**src/design/tdpt_pkg.sv**
```systemverilog
package tdpt_pkg;

  // Width of the candidate and tested_value fields on the channels
  localparam int unsigned DATA_W      = 32;
  // Width the candidate is classified at (upper candidate bits dropped)
  localparam int unsigned VALUE_WIDTH = 32;
  localparam int unsigned CNT_W       = $clog2(VALUE_WIDTH);

  typedef logic [VALUE_WIDTH-1:0] value_t;

  localparam value_t FIRST_DIVISOR = value_t'(2);

  typedef enum logic [1:0] {
    VERDICT_NEITHER   = 2'd0,
    VERDICT_PRIME     = 2'd1,
    VERDICT_COMPOSITE = 2'd2
  } verdict_t;

  // Sequencer -> divider
  typedef struct packed {
    logic   start;
    value_t dividend;
    value_t divisor;
  } div_req_t;

  // Divider -> sequencer
  typedef struct packed {
    logic   done;
    value_t quotient;
    value_t remainder;
  } div_rsp_t;

endpackage

```
**src/design/tdpt_divider.sv**
```systemverilog
module tdpt_divider (
  input  logic               clk,
  input  logic               rst_n,
  input  tdpt_pkg::div_req_t req,
  output tdpt_pkg::div_rsp_t rsp
);
  import tdpt_pkg::*;

  logic             busy_r, busy_nxt;
  logic             done_r, done_nxt;
  logic [CNT_W-1:0] cnt_r, cnt_nxt;
  value_t           quo_r, quo_nxt;
  value_t           rem_r, rem_nxt;
  value_t           div_r, div_nxt;

  logic [VALUE_WIDTH:0] trial;
  logic [VALUE_WIDTH:0] diff;
  logic                 fits;

  // one restoring shift-subtract step per cycle
  assign trial = {rem_r, quo_r[VALUE_WIDTH-1]};
  assign diff  = trial - {1'b0, div_r};
  assign fits  = (trial >= {1'b0, div_r});

  always_comb begin
    busy_nxt = busy_r;
    done_nxt = 1'b0;
    cnt_nxt  = cnt_r;
    quo_nxt  = quo_r;
    rem_nxt  = rem_r;
    div_nxt  = div_r;
    if (busy_r) begin
      rem_nxt = fits ? diff[VALUE_WIDTH-1:0] : trial[VALUE_WIDTH-1:0];
      quo_nxt = {quo_r[VALUE_WIDTH-2:0], fits};
      if (cnt_r == '0) begin
        busy_nxt = 1'b0;
        done_nxt = 1'b1;
      end else begin
        cnt_nxt = cnt_r - 1'b1;
      end
    end else if (req.start) begin
      busy_nxt = 1'b1;
      quo_nxt  = req.dividend;
      rem_nxt  = '0;
      div_nxt  = req.divisor;
      cnt_nxt  = CNT_W'(VALUE_WIDTH - 1);
    end
  end

  always_ff @(posedge clk) begin
    if (!rst_n) begin
      busy_r <= 1'b0;
      done_r <= 1'b0;
      cnt_r  <= '0;
    end else begin
      busy_r <= busy_nxt;
      done_r <= done_nxt;
      cnt_r  <= cnt_nxt;
    end
  end

  always_ff @(posedge clk) begin
    quo_r <= quo_nxt;
    rem_r <= rem_nxt;
    div_r <= div_nxt;
  end

  assign rsp.done      = done_r;
  assign rsp.quotient  = quo_r;
  assign rsp.remainder = rem_r;

`ifndef ASSERT_OFF
  a_no_start_busy: assert property (@(posedge clk) disable iff (!rst_n)
    req.start |-> !busy_r)
    else $error("divider started while busy");

  a_rem_below_div: assert property (@(posedge clk) disable iff (!rst_n)
    done_r |-> (rem_r < div_r))
    else $error("remainder not below divisor");

  a_done_after_busy: assert property (@(posedge clk) disable iff (!rst_n)
    done_r |-> $past(busy_r))
    else $error("done without a running division");
`endif

endmodule

```
**config.mk**
```make
export PLATFORM = sky130hd
export DESIGN_NAME = tdpt_divider
export DESIGN_NICKNAME = d
export VERILOG_FILES = /design/src/design/tdpt_pkg.sv /design/src/design/tdpt_divider.sv
export SDC_FILE = /design/constraint.sdc
export NUM_CORES = 1
export LEC_CHECK = 0
export ABC_AREA = 1
export BUFFER_PORTS_ARGS = -buffer_cell sky130_fd_sc_hd__buf_2
export CAP_MARGIN = 20
export CORE_MARGIN = 4
export CORE_UTILIZATION = 60
export DETAILED_ROUTE_END_ITERATION = 12
export GPL_TIMING_DRIVEN = 1
export PLACE_DENSITY = 0.83
export REMOVE_ABC_BUFFERS = 1
export SYNTH_ARGS = -nofsm -noshare
export SYNTH_HDL_FRONTEND = slang
export SYNTH_SLANG_ARGS = --single-unit
export TNS_END_PERCENT = 10
```
**constraint.sdc**
```tcl
create_clock -name clk -period 4.91 [get_ports clk]
set_input_delay 0.982 -clock clk [delete_from_list [all_inputs] [get_ports clk]]
set_output_delay 0.982 -clock clk [all_outputs]
set_load 0.005 [all_outputs]
```
# Word level (Yosys, flattened, before mapping)
# Cells that the tools add are included.
# word_totals
reg_bits,103
input_bits,67
output_inout_bits,65
wordCells,28
# op_classes
add_sub_neg,2
order_cmp,1
n_eq_ne,1
n_mux,12
bitwise_logic,1
n_reduce_logical,5
# op_table
cell,count
32-bit two-way mux,5
33-bit by 32-bit greater-or-equal comparator with 1-bit output,1
32-bit subtractor,1
5-bit two-way mux,3
2-bit AND reduction,3
5-bit zero test,1
"5-bit by 1-bit subtractor with 5-bit output, second input constant",1
1-bit two-way mux,4
"2-bit inequality test, second input constant",1
2-bit nonzero test,1
1-bit inverter,1

# Logic depth before layout (Yosys ltp)
# logic_depth
depth_word,3
ltp_mapped,17
mapped_depth_nobuf,15

# Worst setup path before layout
# Ideal clock, no wire load.
# synth_path
kind,input -> register
startpoint,input port req[64] (netlist bit)
endpoint,register cnt_r[4]
setup_ns,0.125
t_arrival_ns,3.236
t_required_ns,4.785
setup_slack_ns,1.549
path_stages,7
path_buffers,0
path_cell_list,inv_1 -> nand2_1 -> nand2_1 -> inv_1 -> nand3_1 -> o21ai_0 -> a31oi_1
# synth_between
elab_chain_len,2
# synth_rtl
element,line_no,text
start: declaration,tdpt_divider.sv:4,"input tdpt_pkg::div_req_t req,"
2-bit nonzero test (no source line),--,
2-bit AND reduction (no source line),--,
end signal: assignment,tdpt_divider.sv:58,cnt_r <= cnt_nxt;
end: declaration,tdpt_divider.sv:11,"logic [CNT_W-1:0] cnt_r, cnt_nxt;"
# Every way passes these cells.
# A chain may end at the register's enable or synchronous reset.

# Worst setup path after layout
# layout_path
startpoint,register rem_r[16]
endpoint,"register rem_r[0], data pin"
# layout_between
elab_chain_len,3
# layout_rtl
element,line_no,text
start: declaration,tdpt_divider.sv:13,"value_t rem_r, rem_nxt;"
start signal: assignment,tdpt_divider.sv:64,rem_r <= rem_nxt;
33-bit by 32-bit greater-or-equal comparator with 1-bit output,tdpt_divider.sv:23,"assign fits = (trial >= {1'b0, div_r});"
32-bit two-way mux,tdpt_divider.sv:33,rem_nxt = fits ? diff[VALUE_WIDTH-1:0] : trial[VALUE_WIDTH-1:0];
32-bit two-way mux,tdpt_divider.sv:32,if (busy_r) begin
# Every way passes these cells.

==> impl_metrics.tcl <==
set metrics [dict create \
    antenna_found_initial 0 \
    synth_edf_count 96 \
    clkLatencyLatePin_ns 0.36 \
    port_buffers 131 \
    tightest_slew_ns 0.7403 \
    rr_startpoint "rem_r[16]" \
    period_share 0.5222 \
    report.final.hold_viol_count 0 \
    setup_viol_count_final 0 \
    clk_pin_slew_worst_paths_ns 0.08 \
    end_kind "register" \
    reg2reg_slack_ns 2.35 \
    critPathSlowestCell "edfxtp_1" \
    diodes 0 \
    synth_top_cell_area_share 0.4077 \
    cts-buffers-inserted 9 \
    clk_path_buf_depth 2 \
    layout_commonest_cell "nand2_1" \
    maxSlewViolCount 0 \
    synthArstFlopShare 0 \
    synthToLayoutAreaGrowth_pct 15.54 \
    cpPeakStageDelay_ns 0.41 \
    gp_congestion 0.9850 \
    fp.dieH_um 116.6 \
    crit_chain "ha_1, nand2_1, nor2_1, nand2_1, nor2_2, nand2_1, nand3_2, inv_4, nand2_8, inv_6, nor2_1, nor2_1" \
    core_area_um2 11470 \
    yosysTopAreaCell "edfxtp_1" \
    required_ns 5.02 \
    synth_ff_type "edfxtp_1" \
    cp_max_fo 25 \
    min_path_cells 2 \
    min-delay-start "cnt_r[4]" \
    layout_setup_ws_ns 2.346 \
    totalPowerFinal_mw 3.069 \
    drc 0 \
    postSynthCellCount 975 \
    min_to "cnt_r[4]" \
    grt_pass1_vias 6012 \
    ys_types 38 \
    drtIter0Drc 540 \
    htreeDepth 3 \
    grt_use_total 0.2761 \
    drv_cap 0 \
    cp_data_arrival_time_ns 2.68 \
    critical-path-top-delay-family "simple AND/OR/NAND/NOR gates" \
    start_util 0.6166 \
    pin_count 132 \
    p_leak_nw 4.491 \
    rsz0062_at_grt "false" \
    vias 6380 \
    dpl.hpwl_um 13390 \
    relSlewSlack 0.5065 \
    status "finished clean" \
    cts_root_buf "clkbuf_16" \
    cts_tree "yes" \
    preCtsSetupSlack_ns 2.240 \
    cts.repair.resized 0 \
    fmax_mhz 390.0 \
    r2r_end "rem_r[0]" \
    dieArea_um2 13590 \
    ant_nets 0 \
    syn_area_um2 7071 \
    ys_top_cells_by_area "edfxtp_1 41%, nand2_1 21%, inv_1 9.2%" \
    powerDensity_nw_per_um2 375.7 \
    postCtsSetupBuffers 0 \
    clock_skew_ns 0.01343 \
    yosysWarnings 0 \
    wl_per_cell_um 14.46 \
    ys_ff_latch 103 \
    reg2reg_depth 12 \
    critPathBufInv 2 \
    final_cell_mix "395 x nand2_1, 173 x inv_1, 131 x buf_2, 97 x nor2_1, 96 x edfxtp_1" \
    fin_crit_ns 2.564 \
    nNetsFinal 1205 \
    clock_sinks 103 \
    rows 39 \
    grt_pass1_wl_um 28770 \
    worstSetupPathType "register to register" \
    finalWirelength_um 18090 \
    grt_max_degree 67 \
    viasPerCell 5.100 \
    grt.overflow.total 0 \
    worstHoldPathType "register to register" \
    crit_path_start_kind "register" \
    drive_gt1_frac 0.1661 \
    hold_buffers 0 \
    peakVddDrop_v 0.0003810 \
    dr.pass1.iters 5 \
    syn_avg_cell_area_um2 7.252 \
    die_w_um 116.6 \
    ys_seq_area_frac 0.4275 \
]
-- Yosys cell counts (3+ instances only) --
| cell type | instances |
|---|---|
| nand3_1 | 32 |
| buf_6 | 3 |
| nand2_2 | 3 |
| ha_1 | 34 |
| inv_1 | 173 |
| buf_2 | 6 |
| xor2_1 | 14 |
| buf_1 | 3 |
| nor2_2 | 16 |
| nor3_1 | 4 |
| dfxtp_1 | 7 |
| nand3b_1 | 23 |
| nand4_1 | 6 |
| nand2_1 | 396 |
| and2_1 | 8 |
| clkbuf_1 | 4 |
| buf_4 | 3 |
| edfxtp_1 | 96 |
| a21oi_1 | 22 |
| nor2_1 | 98 |
-- cells by family (layout without fill, tap and decap cells) --
kind of cell	count (synthesis)	after routing	share of synthesized area
and+or+nand+nor	594	594	0.3555
DFF	103	103	0.4275
buffers and inverters	197	330	0.1115
AOI/OAI and AO/OA	31	31	0.02389
adders and majority gates	35	35	0.06300
xor gates and xnor gates	15	15	0.01858
-- how the worst max path moves through the flow --
stage | cells after the start | to | slack, ns | start
6_report | 12 | rem_r[0] | 2.35 | rem_r[16]
5_1_grt | 12 | rem_r[14] | 2.15 | rem_r[25]
3_5_place_dp | 9 | cnt_r[4] | 2.24 | req[64]
4_1_cts | 12 | rem_r[0] | 2.35 | rem_r[16]
2_1_floorplan | 7 | cnt_r[4] | -0.12 | busy_r
3_3_place_gp | 10 | cnt_r[4] | 2.29 | req[64]
-- layer usage --
layer / GRT usage / wire [um] / vias up
met1: 0.3784 / 7761 / 2810
met5: 0 / 0 / -
li1: - / - / 3243
met4: 0.09098 / 376 / 0
met2: 0.4329 / 8090 / 300
met3: 0.06788 / 1858 / 27
-- through the flow --
| step | area (um2) | std cells | hold slack (ns) | TNS (ns) | utilization |
|---|---|---|---|---|---|
| final | 8169 | 1251 | 0.4975 | 0 | 0.7124 |
| after global routing | 8169 | 1251 | 0.5420 | 0 | 0.7124 |
| after CTS | 8142 | 1250 | 0.5032 | 0 | 0.7100 |
| after detailed placement | 7834 | 1234 | 0.4928 | 0 | 0.6831 |
| after global placement | 7834 | 1234 | 0.4780 | 0 | 0.6831 |
| after floorplan | 6958 | 956 | 0.4604 | -0.2065 | - |
-- final cells by class --
class | count | area (um2)
fill | 910 | 3298
tap | 143 | 178.9
inverter | 178 | 675.6
clock buffer | 10 | 229.0
multi-input combinational | 675 | 3269
timing repair buffer | 136 | 713.2
clock inverter | 6 | 78.83
sequential | 103 | 3024
-- power by group --
part	switching, mW	internal [mW]
clock network	0.351	0.407
registers	0.0685	1.10
logic	0.736	0.408
-- worst min-delay path, delay by kind of cell (launching register included) --
kind,cells,cell delay [ns]
flops,1,0.31
compound gates,2,0.14
-- flip-flops by register name, indices dropped and copies added (netlist names) --
name    flops
busy_r      1
done_r      1
quo_r      32
rem_r      32
cnt_r       5
div_r      32
No activity file was read; power rests on OpenSTA's default activity.
